[src/sv/run_length_blob_detector_defines.svh]
// Assertion macros for the run-length blob detector.
// Used by the top level; needs clk_i and rst_ni in the including scope.
`ifndef RUN_LENGTH_BLOB_DETECTOR_DEFINES_SVH
`define RUN_LENGTH_BLOB_DETECTOR_DEFINES_SVH
`ifndef SYNTHESIS
`define RLBD_ASSERT(lbl, prop) \
  lbl: assert property (@(posedge clk_i) disable iff (!rst_ni) prop) \
    else $error("blob detector assertion failed");
`define RLBD_ASSERT_NEVER(lbl, cond) \
  lbl: assert property (@(posedge clk_i) disable iff (!rst_ni) !(cond)) \
    else $error("blob detector condition must not occur");
`else
`define RLBD_ASSERT(lbl, prop)
`define RLBD_ASSERT_NEVER(lbl, cond)
`endif
`endif

[src/sv/rlbd_pkg.sv]
`timescale 1ns / 1ps
// Shared types and constants of the run-length blob detector.
// No dependencies.
package rlbd_pkg;

  localparam int X_W          = 10;
  localparam int WH_W         = 11;
  localparam int MAX_GAP_W    = 10;
  localparam int MIN_W        = 11;
  localparam int GAP_W        = 11;
  localparam int CFG_IDX_W    = 2;
  localparam int CFG_DATA_W   = 11;
  localparam int RESULT_LIMIT = 16;
  localparam int ECNT_W       = 5;

  typedef enum logic [CFG_IDX_W-1:0] {
    CFG_MAX_GAP,
    CFG_MIN_SEG_W,
    CFG_MIN_BLOB_H
  } cfg_idx_e;

  typedef enum logic [3:0] {
    ST_IDLE,
    ST_SEG_RD,
    ST_SEG_EV,
    ST_SEG_WR,
    ST_RET_RD,
    ST_RET_EV,
    ST_FIN_RD,
    ST_FIN_EV,
    ST_FLUSH
  } state_e;

  typedef struct packed {
    logic pixel_match;
    logic row_end;
    logic frame_end;
  } in_item_t;

  typedef struct packed {
    logic [X_W-1:0]  blob_x;
    logic [X_W-1:0]  blob_y;
    logic [WH_W-1:0] blob_width;
    logic [WH_W-1:0] blob_height;
    logic            blob_valid;
    logic            frame_last;
    logic            table_overflow;
  } out_item_t;

endpackage

[src/sv/rlbd_ram.sv]
`timescale 1ns / 1ps
// Generic single-write, single-read RAM with registered read data.
// No dependencies.
module rlbd_ram #(
  parameter int WIDTH = 42,
  parameter int DEPTH = 16
) (
  input  logic                     clk_i,
  input  logic                     we_i,
  input  logic [$clog2(DEPTH)-1:0] waddr_i,
  input  logic [WIDTH-1:0]         wdata_i,
  input  logic                     re_i,
  input  logic [$clog2(DEPTH)-1:0] raddr_i,
  output logic [WIDTH-1:0]         rdata_o
);

  logic [WIDTH-1:0] mem_q [DEPTH];
  logic [WIDTH-1:0] rdata_q;

  always_ff @(posedge clk_i) begin
    if (we_i) begin
      mem_q[waddr_i] <= wdata_i;
    end
    if (re_i) begin
      rdata_q <= mem_q[raddr_i];
    end
  end

  assign rdata_o = rdata_q;

endmodule

[src/sv/run_length_blob_detector.sv]
`timescale 1ns / 1ps
// Run-length blob detector top level: run tracking, blob table walks, output.
// Depends on rlbd_pkg, rlbd_ram and run_length_blob_detector_defines.svh.
//
//   channel | direction | handshake             | payload
//   in      | input     | in_valid_i/in_ready_o  | in_item_i (in_item_t)
//   out     | output    | out_valid_o/out_ready_i| out_item_o (out_item_t)
//   cfg     | input     | cfg_valid_i/cfg_ready_o| cfg_index_i, cfg_data_i
//
// A pixel inside a row is taken in ST_IDLE. A closed segment walks the blob table
// through the RAM read port (ST_SEG_RD, ST_SEG_EV per stored blob, then
// ST_SEG_WR). A row end walks the table once more (ST_RET_RD, ST_RET_EV), a
// frame end twice (also ST_FIN_RD, ST_FIN_EV); both end in ST_FLUSH. Results
// wait in a one-item hold and an output register; a stalled output freezes the
// walk. Reset is asynchronous; the table needs no clearing.
module run_length_blob_detector #(
  parameter int MAX_BLOBS  = 16
) (
  input  logic                              clk_i,
  input  logic                              rst_ni,
  input  logic                              in_valid_i,
  output logic                              in_ready_o,
  input  rlbd_pkg::in_item_t                in_item_i,
  output logic                              out_valid_o,
  input  logic                              out_ready_i,
  output rlbd_pkg::out_item_t               out_item_o,
  input  logic                              cfg_valid_i,
  output logic                              cfg_ready_o,
  input  logic [rlbd_pkg::CFG_IDX_W-1:0]    cfg_index_i,
  input  logic [rlbd_pkg::CFG_DATA_W-1:0]   cfg_data_i
);
  import rlbd_pkg::*;
  `include "run_length_blob_detector_defines.svh"

  localparam int CW   = X_W;
  localparam int DW   = CW + 1;
  localparam int EW   = 2 * CW + 2 * DW;
  localparam int SW   = ((CW > MAX_GAP_W) ? CW : MAX_GAP_W) + 3;
  localparam int AW   = $clog2(MAX_BLOBS);
  localparam int CNTW = $clog2(MAX_BLOBS + 1);

  state_e state_q, state_d;
  logic [CNTW-1:0] j_q, j_d, wp_q, wp_d, mi_q, mi_d, count_q, count_d;
  logic found_q, found_d;
  logic [CW-1:0] mx_q, mx_d, my_q, my_d;
  logic [DW-1:0] mw_q, mw_d, mh_q, mh_d;
  logic [CW-1:0] s_q, s_d;
  logic [DW-1:0] e_q, e_d;
  logic rend_q, rend_d, fend_q, fend_d;
  logic [CW-1:0] col_q, col_d, row_q, row_d, rs_q, rs_d;
  logic inrun_q, inrun_d, ovf_q, ovf_d;
  logic [GAP_W-1:0] gap_q, gap_d;
  out_item_t hold_q, hold_d, out_q, out_d;
  logic hold_v_q, hold_v_d, out_v_q, out_v_d;
  logic [ECNT_W-1:0] ecnt_q, ecnt_d;
  logic [MAX_GAP_W-1:0] max_gap_q;
  logic [MIN_W-1:0] min_sw_q, min_bh_q;

  logic ram_we, ram_re;
  logic [AW-1:0] ram_waddr, ram_raddr;
  logic [EW-1:0] ram_wdata, ram_rdata;

  rlbd_ram #(.WIDTH(EW), .DEPTH(MAX_BLOBS)) u_table (
    .clk_i   (clk_i),
    .we_i    (ram_we),
    .waddr_i (ram_waddr),
    .wdata_i (ram_wdata),
    .re_i    (ram_re),
    .raddr_i (ram_raddr),
    .rdata_o (ram_rdata)
  );

  logic [CW-1:0] bx, by;
  logic [DW-1:0] bw, bh;
  assign bx = ram_rdata[EW-1 -: CW];
  assign by = ram_rdata[EW-CW-1 -: CW];
  assign bw = ram_rdata[2*DW-1 -: DW];
  assign bh = ram_rdata[DW-1:0];

  logic out_free;
  assign out_free    = !out_v_q || out_ready_i;
  assign in_ready_o  = (state_q == ST_IDLE);
  assign cfg_ready_o = 1'b1;
  assign out_valid_o = out_v_q;
  assign out_item_o  = out_q;

  always_ff @(posedge clk_i or negedge rst_ni) begin
    if (!rst_ni) begin
      max_gap_q <= MAX_GAP_W'(2);
      min_sw_q  <= MIN_W'(3);
      min_bh_q  <= MIN_W'(3);
    end else if (cfg_valid_i) begin
      unique case (cfg_index_i)
        CFG_MAX_GAP:    max_gap_q <= cfg_data_i[MAX_GAP_W-1:0];
        CFG_MIN_SEG_W:  min_sw_q  <= cfg_data_i[MIN_W-1:0];
        CFG_MIN_BLOB_H: min_bh_q  <= cfg_data_i[MIN_W-1:0];
        default: ;
      endcase
    end
  end

  logic [SW-1:0] ov_right, ov_e, ov_s, ov_bx, m_right, ret_sum;
  logic ov;
  logic emit_req, stall;
  out_item_t emit_item;

  always_comb begin
    ov_s     = SW'(s_q);
    ov_e     = SW'(e_q);
    ov_bx    = SW'(bx);
    ov_right = SW'(bx) + SW'(bw);
    ov       = (ov_s <= ov_bx) ? (ov_e > ov_bx) : (ov_s <= ov_right);
    ret_sum  = SW'(by) + SW'(bh) + SW'(max_gap_q);
    m_right  = SW'(mx_q) + SW'(mw_q);

    emit_item                = '0;
    emit_item.blob_x         = X_W'(bx);
    emit_item.blob_y         = X_W'(by);
    emit_item.blob_width     = WH_W'(bw);
    emit_item.blob_height    = WH_W'(bh);
    emit_item.blob_valid     = 1'b1;
    emit_req = ((state_q == ST_RET_EV) && (ret_sum < SW'(row_q)) && (bh > min_bh_q)) ||
               (state_q == ST_FIN_EV);
    stall = emit_req && (ecnt_q < ECNT_W'(RESULT_LIMIT)) && hold_v_q && !out_free;
  end

  logic [GAP_W-1:0] g_new;
  logic [CW-1:0] rs_cur;
  logic [SW-1:0] end_v, seg_wd, right_v;
  logic close_now, seg_go;
  logic [CW-1:0] nx;

  always_comb begin
    state_d  = state_q;
    j_d      = j_q;
    wp_d     = wp_q;
    mi_d     = mi_q;
    count_d  = count_q;
    found_d  = found_q;
    mx_d     = mx_q;
    my_d     = my_q;
    mw_d     = mw_q;
    mh_d     = mh_q;
    s_d      = s_q;
    e_d      = e_q;
    rend_d   = rend_q;
    fend_d   = fend_q;
    col_d    = col_q;
    row_d    = row_q;
    rs_d     = rs_q;
    inrun_d  = inrun_q;
    gap_d    = gap_q;
    ovf_d    = ovf_q;
    hold_d   = hold_q;
    hold_v_d = hold_v_q;
    out_d    = out_q;
    out_v_d  = out_v_q && !out_ready_i;
    ecnt_d   = ecnt_q;
    ram_we    = 1'b0;
    ram_re    = 1'b0;
    ram_waddr = wp_q[AW-1:0];
    ram_raddr = j_q[AW-1:0];
    ram_wdata = ram_rdata;
    g_new     = gap_q;
    rs_cur    = rs_q;
    end_v     = '0;
    seg_wd    = '0;
    right_v   = '0;
    close_now = 1'b0;
    seg_go    = 1'b0;
    nx        = mx_q;

    if (emit_req && !stall && (ecnt_q < ECNT_W'(RESULT_LIMIT))) begin
      if (hold_v_q) begin
        out_d   = hold_q;
        out_v_d = 1'b1;
      end
      hold_d   = emit_item;
      hold_v_d = 1'b1;
      ecnt_d   = ecnt_q + 1'b1;
    end

    unique case (state_q)
      ST_IDLE: begin
        if (in_valid_i) begin
          ecnt_d = '0;
          rend_d = in_item_i.row_end;
          fend_d = in_item_i.frame_end;
          inrun_d = inrun_q;
          if (in_item_i.pixel_match) begin
            if (!inrun_q) begin
              inrun_d = 1'b1;
              rs_cur  = col_q;
            end
            g_new = '0;
          end else if (inrun_q) begin
            g_new = (gap_q < {GAP_W{1'b1}}) ? gap_q + 1'b1 : gap_q;
            if (g_new > GAP_W'(max_gap_q)) begin
              close_now = 1'b1;
              end_v     = SW'(col_q) - SW'(max_gap_q);
              inrun_d   = 1'b0;
            end
          end
          if (!close_now && inrun_d && (in_item_i.row_end || in_item_i.frame_end)) begin
            close_now = 1'b1;
            end_v     = SW'(col_q) + SW'(1) - SW'(g_new);
          end
          if (close_now) begin
            if ($signed(end_v) < $signed(SW'(rs_cur))) begin
              end_v = SW'(rs_cur);
            end
            seg_wd = end_v - SW'(rs_cur);
            seg_go = (seg_wd >= SW'(min_sw_q));
            inrun_d = 1'b0;
          end
          s_d = rs_cur;
          e_d = DW'(end_v);
          j_d = '0;
          wp_d = '0;
          found_d = 1'b0;
          if (!in_item_i.row_end && !in_item_i.frame_end) begin
            col_d   = (col_q < {CW{1'b1}}) ? col_q + 1'b1 : col_q;
            rs_d    = rs_cur;
            gap_d   = g_new;
          end else begin
            col_d   = '0;
            rs_d    = '0;
            gap_d   = '0;
            inrun_d = 1'b0;
          end
          if (seg_go) begin
            state_d = ST_SEG_RD;
          end else if (in_item_i.row_end || in_item_i.frame_end) begin
            state_d = ST_RET_RD;
          end
        end
      end
      ST_SEG_RD: begin
        if (j_q == count_q) begin
          state_d = ST_SEG_WR;
        end else begin
          ram_re  = 1'b1;
          state_d = ST_SEG_EV;
        end
      end
      ST_SEG_EV: begin
        j_d     = j_q + 1'b1;
        state_d = ST_SEG_RD;
        if (ov && !found_q) begin
          found_d = 1'b1;
          mi_d    = wp_q;
          wp_d    = wp_q + 1'b1;
          right_v = (ov_right > ov_e) ? ov_right : ov_e;
          nx      = (s_q < bx) ? s_q : bx;
          mx_d    = nx;
          my_d    = by;
          mw_d    = DW'(right_v - SW'(nx));
          mh_d    = DW'(row_q) - DW'(by) + DW'(1);
        end else if (ov) begin
          if (m_right < ov_right) begin
            mw_d = DW'(ov_right - SW'(mx_q));
          end
        end else begin
          ram_we = 1'b1;
          wp_d   = wp_q + 1'b1;
        end
      end
      ST_SEG_WR: begin
        if (found_q) begin
          ram_we    = 1'b1;
          ram_waddr = mi_q[AW-1:0];
          ram_wdata = {mx_q, my_q, mw_q, mh_q};
          count_d   = wp_q;
        end else if (count_q < CNTW'(MAX_BLOBS)) begin
          ram_we    = 1'b1;
          ram_waddr = count_q[AW-1:0];
          ram_wdata = {s_q, row_q, DW'(e_q) - DW'(s_q), DW'(1)};
          count_d   = count_q + 1'b1;
        end else begin
          ovf_d = 1'b1;
        end
        j_d  = '0;
        wp_d = '0;
        state_d = (rend_q || fend_q) ? ST_RET_RD : ST_IDLE;
      end
      ST_RET_RD: begin
        if (j_q == count_q) begin
          count_d = wp_q;
          j_d     = '0;
          state_d = fend_q ? ST_FIN_RD : ST_FLUSH;
        end else begin
          ram_re  = 1'b1;
          state_d = ST_RET_EV;
        end
      end
      ST_RET_EV: begin
        if (!stall) begin
          j_d     = j_q + 1'b1;
          state_d = ST_RET_RD;
          if (!(ret_sum < SW'(row_q))) begin
            ram_we = 1'b1;
            wp_d   = wp_q + 1'b1;
          end
        end
      end
      ST_FIN_RD: begin
        if (j_q == count_q) begin
          state_d = ST_FLUSH;
        end else begin
          ram_re  = 1'b1;
          state_d = ST_FIN_EV;
        end
      end
      ST_FIN_EV: begin
        if (!stall) begin
          j_d     = j_q + 1'b1;
          state_d = ST_FIN_RD;
        end
      end
      ST_FLUSH: begin
        if (fend_q) begin
          if (out_free) begin
            out_d   = hold_v_q ? hold_q : out_item_t'('0);
            out_d.frame_last     = 1'b1;
            out_d.table_overflow = ovf_q;
            out_v_d  = 1'b1;
            hold_v_d = 1'b0;
            count_d  = '0;
            row_d    = '0;
            ovf_d    = 1'b0;
            state_d  = ST_IDLE;
          end
        end else if (!hold_v_q || out_free) begin
          if (hold_v_q) begin
            out_d   = hold_q;
            out_v_d = 1'b1;
          end
          hold_v_d = 1'b0;
          row_d    = (row_q < {CW{1'b1}}) ? row_q + 1'b1 : row_q;
          state_d  = ST_IDLE;
        end
      end
      default: state_d = ST_IDLE;
    endcase
  end

  always_ff @(posedge clk_i or negedge rst_ni) begin
    if (!rst_ni) begin
      state_q  <= ST_IDLE;
      j_q      <= '0;
      wp_q     <= '0;
      mi_q     <= '0;
      count_q  <= '0;
      found_q  <= 1'b0;
      rend_q   <= 1'b0;
      fend_q   <= 1'b0;
      col_q    <= '0;
      row_q    <= '0;
      rs_q     <= '0;
      inrun_q  <= 1'b0;
      gap_q    <= '0;
      ovf_q    <= 1'b0;
      hold_v_q <= 1'b0;
      out_v_q  <= 1'b0;
      ecnt_q   <= '0;
    end else begin
      state_q  <= state_d;
      j_q      <= j_d;
      wp_q     <= wp_d;
      mi_q     <= mi_d;
      count_q  <= count_d;
      found_q  <= found_d;
      rend_q   <= rend_d;
      fend_q   <= fend_d;
      col_q    <= col_d;
      row_q    <= row_d;
      rs_q     <= rs_d;
      inrun_q  <= inrun_d;
      gap_q    <= gap_d;
      ovf_q    <= ovf_d;
      hold_v_q <= hold_v_d;
      out_v_q  <= out_v_d;
      ecnt_q   <= ecnt_d;
    end
  end

  always_ff @(posedge clk_i) begin
    mx_q   <= mx_d;
    my_q   <= my_d;
    mw_q   <= mw_d;
    mh_q   <= mh_d;
    s_q    <= s_d;
    e_q    <= e_d;
    hold_q <= hold_d;
    out_q  <= out_d;
  end

  `RLBD_ASSERT(a_count_bound, count_q <= CNTW'(MAX_BLOBS))
  `RLBD_ASSERT(a_wp_behind, (state_q == ST_SEG_EV || state_q == ST_RET_EV) |-> wp_q <= j_q)
  `RLBD_ASSERT(a_hold_counted, hold_v_q |-> ecnt_q != '0)
  `RLBD_ASSERT_NEVER(a_emit_limit, ecnt_q > ECNT_W'(RESULT_LIMIT))

endmodule
[config.mk]
export PLATFORM = sky130hd
export DESIGN_NAME = run_length_blob_detector
export DESIGN_NICKNAME = d
export VERILOG_FILES = /design/src/sv/rlbd_pkg.sv /design/src/sv/rlbd_ram.sv /design/src/sv/run_length_blob_detector.sv
export VERILOG_INCLUDE_DIRS = /design/src /design/src/sv
export SDC_FILE = /design/constraint.sdc
export NUM_CORES = 2
export LEC_CHECK = 0
export ABC_AREA = 1
export BUFFER_PORTS_ARGS = -buffer_cell sky130_fd_sc_hd__buf_4
export CORE_ASPECT_RATIO = 1.5
export CORE_MARGIN = 2
export CORE_UTILIZATION = 55
export DETAILED_ROUTE_END_ITERATION = 10
export PLACE_DENSITY = 0.74
export REMOVE_ABC_BUFFERS = 1
export SLEW_MARGIN = 40
export SYNTH_ARGS = -nofsm -noshare
export SYNTH_HDL_FRONTEND = slang
export SYNTH_HIERARCHICAL = 1
export SYNTH_SLANG_ARGS = --single-unit
[constraint.sdc]
create_clock -name clk_i -period 6.7 [get_ports clk_i]
set_input_delay 1.34 -clock clk_i [delete_from_list [all_inputs] [get_ports clk_i]]
set_output_delay 1.34 -clock clk_i [all_outputs]
set_load 0.005 [all_outputs]
**Word level (Yosys, flattened, before mapping)**

Memory sizes are Yosys's and may differ from the RTL's. A register that Yosys moved wholly into a read port is not among the register bits.
Cells that the tools add are included.

- Register bits after elaboration: 258
- Bits in writable memories: 672
- Input bits: 21
- Output and inout bits: 48
- Word-level logic and storage cells: 285
- Memories: 1

- $add $sub $neg: 20
- Magnitude comparators: 16
- Eq/ne operators: 29
- Muxes and demuxes: 129
- Reductions and logical operators: 53

Memory list:

| memory | words | bits a word | rd ports | clocked after Yosys merged registers in | wr ports | line | source |
|---|---|---|---|---|---|---|---|
| u_table.mem_q | 16 | 42 | 1 | 1 | 1 | rlbd_ram.sv:17 | `logic [WIDTH-1:0] mem_q [DEPTH];` |

Operator list:

| cell | number |
|---|---|
| 45-bit 2-to-1 mux | 8 |
| 13-bit 2-to-1 mux | 10 |
| 42-bit 2-to-1 mux | 3 |
| 11-bit 2-to-1 mux | 11 |
| 10-bit 2-to-1 mux | 12 |
| 5-bit 2-to-1 mux | 15 |
| 4-bit 2-to-1 mux | 14 |
| 1-bit 2-to-1 mux | 48 |
| 10-bit by 11-bit adder with 12-bit output | 3 |
| 4-bit case mux with 9 select lines | 1 |
| 11-bit by 10-bit subtractor with 11-bit output | 3 |
| 5-bit case mux with 5 select lines | 1 |
| 11-bit by 1-bit adder with 11-bit output, second input constant | 2 |
| 11-bit by 10-bit greater-than comparator with 1-bit output | 2 |
| 2-bit != test, second input constant | 11 |
| 10-bit by 10-bit subtractor with 11-bit output | 2 |
| 10-bit by 1-bit adder with 10-bit output, second input constant | 2 |
| 5-bit by 1-bit adder with 5-bit output, second input constant | 4 |
| 10-bit less-than comparator, second input constant | 2 |
| 5-bit case mux with 4 select lines | 1 |
| 4-bit by 3-bit equality test with 1-bit output, second input constant | 4 |
| 5-bit case mux with 3 select lines | 1 |
| 5-bit AND reduction | 3 |
| 12-bit by 10-bit adder with 13-bit output | 1 |
| 41 further kinds | 83 |

**Longest topological paths before layout**

- Depth in word-level cells: 27
- Mapped depth: 52
- Mapped depth without buffers: 52

**Cells and area by module**

The synthesis kept the hierarchy.

Modules (own cells, without submodules):

| module | instances | cells an instance | area each (um^2) | sequential area each (um^2) |
|---|---|---|---|---|
| rlbd_ram | 1 | 2773 | 29897.4 | 21440.6 |
| run_length_blob_detector | 1 | 2517 | 19906.6 | 6762.7 |

**Worst setup path before layout**

No wires, ideal clock.

- Kind: input to register
- From: in in_item_i[2] (netlist name)
- To: reg state_q[2]
- Setup time: 0.121 ns
- Arrival: 7.556 ns
- Data required time: 6.579 ns
- Path slack: -0.977 ns
- Stages on the path: 39
- Path buffers: 1
- Path through: clkbuf_1 inv_1 nand3_1 inv_1 ha_1 inv_1 ha_1 inv_1 fa_1 o21ai_0 nand2_1 o311ai_0 a21oi_1 o21ai_0 o21ai_0 ha_1 nand3_1 nor3_1 [3 not listed] nand2_1 o21ai_0 ha_1 fa_1 o21ai_0 nand2_1 nor3_1 nor2_1 o21ai_0 xor2_1 ha_1 a211o_1 a31oi_1 nand2_1 nand2_1 a21oi_1 nand2_1 nand2_1

- Cells in the longest elaborated chain, start to end: 22
- Elaborated cells on any way between the ends: 38
- Those cells by class: add/sub (2); order compare (2); eq/ne (1); mux (29); reduce/logical (4)

RTL lines:

| what | line | source |
|---|---|---|
| start, declared | run_length_blob_detector.sv:23 | `input rlbd_pkg::in_item_t in_item_i,` |
| parallel branches: the longest is 16 deep, another holds 13-bit by 11-bit less-than comparator with 1-bit output | -- |  |
| 1-bit 2-to-1 mux (*) | run_length_blob_detector.sv:208 | `if (close_now) begin` |
| 1-bit 2-to-1 mux (*) | run_length_blob_detector.sv:185 | `if (in_valid_i) begin` |
| 1-bit 2-to-1 mux (*) | run_length_blob_detector.sv:183 | `unique case (state_q)` |
| 4-bit 2-to-1 mux | run_length_blob_detector.sv:231 | `if (seg_go) begin` |
| 4-bit 2-to-1 mux | run_length_blob_detector.sv:185 |  |
| 4-bit case mux with 9 select lines | run_length_blob_detector.sv:183 |  |
| end signal, assigned | run_length_blob_detector.sv:367 | `state_q <= state_d;` |
| end, declared | run_length_blob_detector.sv:42 | `state_e state_q, state_d;` |

Mark *: on every way between the ends. The select of a mux whose other input is x is not followed.
A chain may end at the register's enable or synchronous reset.

**Worst setup path after layout**

- From: reg gap_q[0]
- To: reg state_q[2]

- Cells in the longest elaborated chain, start to end: 27
- Elaborated cells on any way between the ends: 46
- Those cells by class: add/sub (3); order compare (4); eq/ne (1); mux (34); reduce/logical (4)

RTL lines:

| what | line | source |
|---|---|---|
| start, declared | run_length_blob_detector.sv:52 | `logic [GAP_W-1:0] gap_q, gap_d;` |
| start signal, assigned | run_length_blob_detector.sv:379 | `gap_q <= gap_d;` |
| 11-bit by 1-bit adder with 11-bit output or 11-bit less-than comparator (tied branches) | run_length_blob_detector.sv:197 | `g_new = (gap_q < {GAP_W{1'b1}}) ? gap_q + 1'b1 : gap_q;` |
| 11-bit 2-to-1 mux | run_length_blob_detector.sv:197 |  |
| 11-bit by 10-bit greater-than comparator with 1-bit output | run_length_blob_detector.sv:198 | `if (g_new > GAP_W'(max_gap_q)) begin` |
| 1-bit 2-to-1 mux | run_length_blob_detector.sv:198 |  |
| 1-bit 2-to-1 mux | run_length_blob_detector.sv:196 | `end else if (inrun_q) begin` |
| 1-bit 2-to-1 mux | run_length_blob_detector.sv:190 | `if (in_item_i.pixel_match) begin` |
| 1-bit 2-to-1 mux | run_length_blob_detector.sv:185 |  |
| 1-bit 2-to-1 mux | run_length_blob_detector.sv:183 |  |
| [11 not listed] | -- |  |
| 13-bit by 10-bit subtractor with 13-bit output | run_length_blob_detector.sv:212 | `seg_wd = end_v - SW'(rs_cur);` |
| 13-bit by 11-bit >= comparator with 1-bit output | run_length_blob_detector.sv:213 | `seg_go = (seg_wd >= SW'(min_sw_q));` |
| 1-bit 2-to-1 mux (*) | run_length_blob_detector.sv:208 |  |
| 1-bit 2-to-1 mux (*) | run_length_blob_detector.sv:185 |  |
| 1-bit 2-to-1 mux (*) | run_length_blob_detector.sv:183 |  |
| 4-bit 2-to-1 mux | run_length_blob_detector.sv:231 |  |
| 4-bit 2-to-1 mux | run_length_blob_detector.sv:185 |  |
| 4-bit case mux with 9 select lines | run_length_blob_detector.sv:183 |  |

Every way passes the cells marked *; elsewhere a longest branch is shown, timed or not. The select of a mux whose other input is x is not followed.

==> flow_summary.yaml <==
outcome:
  status: "finished with violations"
  violations: "negative setup slack"
setup_path:
  reg2reg_slack_ns: -0.18
  critPathRequiredTime_ns: 7.28
  cp_common_cell: "nand2_1"
  slowest_delay_ns: 0.43
  ff2ff_path_depth: 46
  worstPathArrival_ns: 7.46
  end_kind: "flop"
  r2r-start: "gap_q[0]"
  path_max_fanout: 4
  worst_setup_path_start_kind: "flop"
  r2r_end: "state_q[2]"
  path_class: "flop to flop"
  critPathSlowestCell: "dfrtp_1"
yosys:
  syn_area_um2: 49800
  netlist_instances: 5290
  ys_warn_count: 6
  ys_seq_area_frac: 0.5663
  synth_area_per_cell_um2: 9.415
  ys_types: 66
  ys_seq_elements: 972
  async_flop_share: 0.1111
  synth_edf_count: 819
  synth_flop_cell: "edfxtp_1"
global_route:
  grt_pass1_wl_mm: 210.5
  global_route.usage.total: 0.2994
  grt_max_degree: 174
  grt-ovfl-total: 0
  grt_pass1_vias: 36830
  antenna_found_initial: 1
finish:
  area_delta_synth_final_pct: 14.59
  fin_util: 0.6339
  fin_cells: 6756
  drive_gt1_frac: 0.1282
  nNetsFinal: 5787
clock_network:
  htreeDepth: 3
  cts_tree: "yes"
  cts_buffers: 89
  clock-sinks: 972
  holdBufCountCts: 0
  clockBufferDepth: 3
  cts-root-buf: "clkbuf_16"
  clk_pin_slew_ns: 0.07
  clk_latency_ns: 0.70
hold_path:
  min_from: "wp_q[4]"
  min_to: "wp_q[4]"
  holdPathStages: 2
  hold_path_class: "flop to flop"
power_and_ir_drop:
  ir_worst_vdd_mv: 0.4402
  combPwrFrac: 0.554
  power_frac_clock: 0.158
  switching_share: 0.4329
  p_leak_nw: 25.34
  power_density_nw_per_um2: 580.6
  switchingPower_mw: 14.35
  p_int_mw: 18.79
  totalPowerFinal_mw: 33.14
  sequentialPowerShare: 0.288
timing:
  fin_ws_ns: -0.1790
  setup_viol: 2
  worst_slew_pin_slew_ns: 0.9932
  finalCriticalPeriod_ns: 6.879
  fmax_mhz: 145.4
  slew_headroom: 0.3378
  timing.hold.ws_ns: 0.4815
  drv_slew: 0
  finalClockSkew_ns: 0.03427
  period_share: 1.027
  rsz0062_at_grt: "true"
  hold_violations: 0
drt:
  avgRoutedWirePerCell_um: 20.90
  final_antenna_net_count: 0
  post_drt_via_cell_ratio: 5.691
  vias: 38450
  drc: 0
  drtIter0Drc: 3720
  first_pass_iters: 7
  routed_wirelength_mm: 141.2
place:
  dp.cells: 6553
  port_buffers: 67
  place_ws_ns: -1.375
  dp_hpwl_mm: 87.85
  finalWeightedCongestion: 0.9847
floorplanning:
  die-height_um: 372.6
  coreArea_um2: 90030
  dieArea_um2: 93030
  num_rows: 135
  die_x_um: 249.7
  io-pin-count: 69
  start_util: 0.5532
flow_run:
  max_cap_viol_count: 0
worst max-delay path by stage:
stage	startpoint	to	slack, ns	depth (start not counted)
6_report	gap_q[0]	state_q[2]	-0.18	46
5_1_grt	gap_q[1]	state_q[2]	-0.58	44
4_1_cts	gap_q[1]	state_q[2]	0.009	47
3_5_place_dp	in_item_i[2]	state_q[2]	-1.38	39
3_3_place_gp	in_item_i[2]	state_q[0]	-1.35	39
2_1_floorplan	j_q[0]	u_table/rdata_o[0]	-5.42	7
cell usage after synthesis, types with 17 or more instances:
cell type	n	area (um2)
nor2_1	122	457.9
buf_2	78	390.4
a21boi_0	42	315.3
nand3_1	590	2953
xnor2_1	23	201.4
buf_1	17	63.81
clkbuf_1	103	386.6
inv_1	871	3269
dfxtp_1	45	900.9
edfxtp_1	819	24590
fa_1	20	400.4
o21ai_0	196	980.9
a21oi_1	236	1181
o211ai_1	18	135.1
nand4_1	30	187.7
nand2_1	1429	5364
ha_1	226	2828
dfrtp_1	103	2577
nor3_1	22	110.1
o22ai_1	53	331.6
o211ai_2	30	375.4
xor2_1	60	525.5
registers in the layout (all words and copies together), names as in the netlist, 4 cells and up:
name / flops
mi_q: 4
out_item_o: 45
u_table/mem_q: 672
rs_q: 10
s_q: 10
mw_q: 11
j_q: 5
max_gap_q: 10
min_bh_q: 11
row_q: 10
wp_q: 5
ecnt_q: 5
u_table/rdata_o: 42
mh_q: 11
min_sw_q: 11
state_q: 4
hold_q: 42
mx_q: 10
col_q: 10
my_q: 10
gap_q: 11
count_q: 5
e_q: 11
power by group through the flow:
stage	clock [mW]	combinational (mW)	sequential [mW]
after CTS	5.29	17.7	9.50
after global placement	0	16.6	9.60
after floorplan	0	11.0	9.38
after global routing	5.53	20.3	9.58
after detailed placement	0	16.9	9.62
final	5.24	18.4	9.54
critical path: cells and delay by family (launching register included):
family	cells	cell delay (ns)
compound gates	11	1.20
xor+xnor	2	0.35
fa+ha+maj	6	1.71
buf+inv	8	0.73
flops	1	0.43
simple gates	19	2.36
per-stage QoR:
step	cell area [um2]	TNS, ns
floorplan	48850	-260.65
global placement	52980	-2.694
detailed placement	53070	-2.742
CTS	56470	0
global route	57070	-1.089
finish	57070	-0.3257
cell families (layout without fill, tap and decap cells):
family / Yosys count / in the layout / share of synthesized area
other: 1 / 2 / 0.00007530
adders and majority gates: 246 / 246 / 0.06482
xor gates and xnor gates: 83 / 83 / 0.01460
DFF: 972 / 972 / 0.5663
buffers and inverters: 1097 / 1398 / 0.08622
muxes: 1 / 1 / 0.0002010
and+or+nand+nor: 2245 / 2245 / 0.1903
AOI/OAI and AO/OA: 645 / 645 / 0.07748
layout by cell type (no fill, tap or decap), types with 53 or more instances in the layout:
cell type,instances
nand3_1,580
buf_4,310
dfrtp_1,98
o22ai_1,53
edfxtp_1,819
nand2_1,1409
xor2_1,57
inv_1,854
clkbuf_16,91
ha_1,207
nor2_1,102
a21oi_1,208
o21ai_0,172
per-layer routing:
layer,vias to the layer above,wire length (um),GRT usage
met1,18370,50620,0.3484
li1,17950,-,-
met4,0,8177,0.1710
met5,-,0,0
met3,418,10580,0.04026
met2,1713,71840,0.5330
layout make-up:
| cell class | count | area (um2) |
|---|---|---|
| inverters | 890 | 3369 |
| flip-flops and latches | 972 | 28220 |
| repair buffers | 346 | 2903 |
| multi-input cells | 3221 | 18150 |
| clock buffers | 108 | 2351 |
| well taps | 1164 | 1456 |
| clock inverters | 54 | 624.3 |
| fillers | 7037 | 32960 |
| diodes | 1 | 2.502 |
timing repair:
action                                  4_1_cts  5_1_grt
gates resized for setup                      75       99
endpoints found under the setup margin        2        2
cloned                                        0        0
buffers inserted                             22       18
pin swaps                                    42       77
Power figures use the tool's default switching activity.
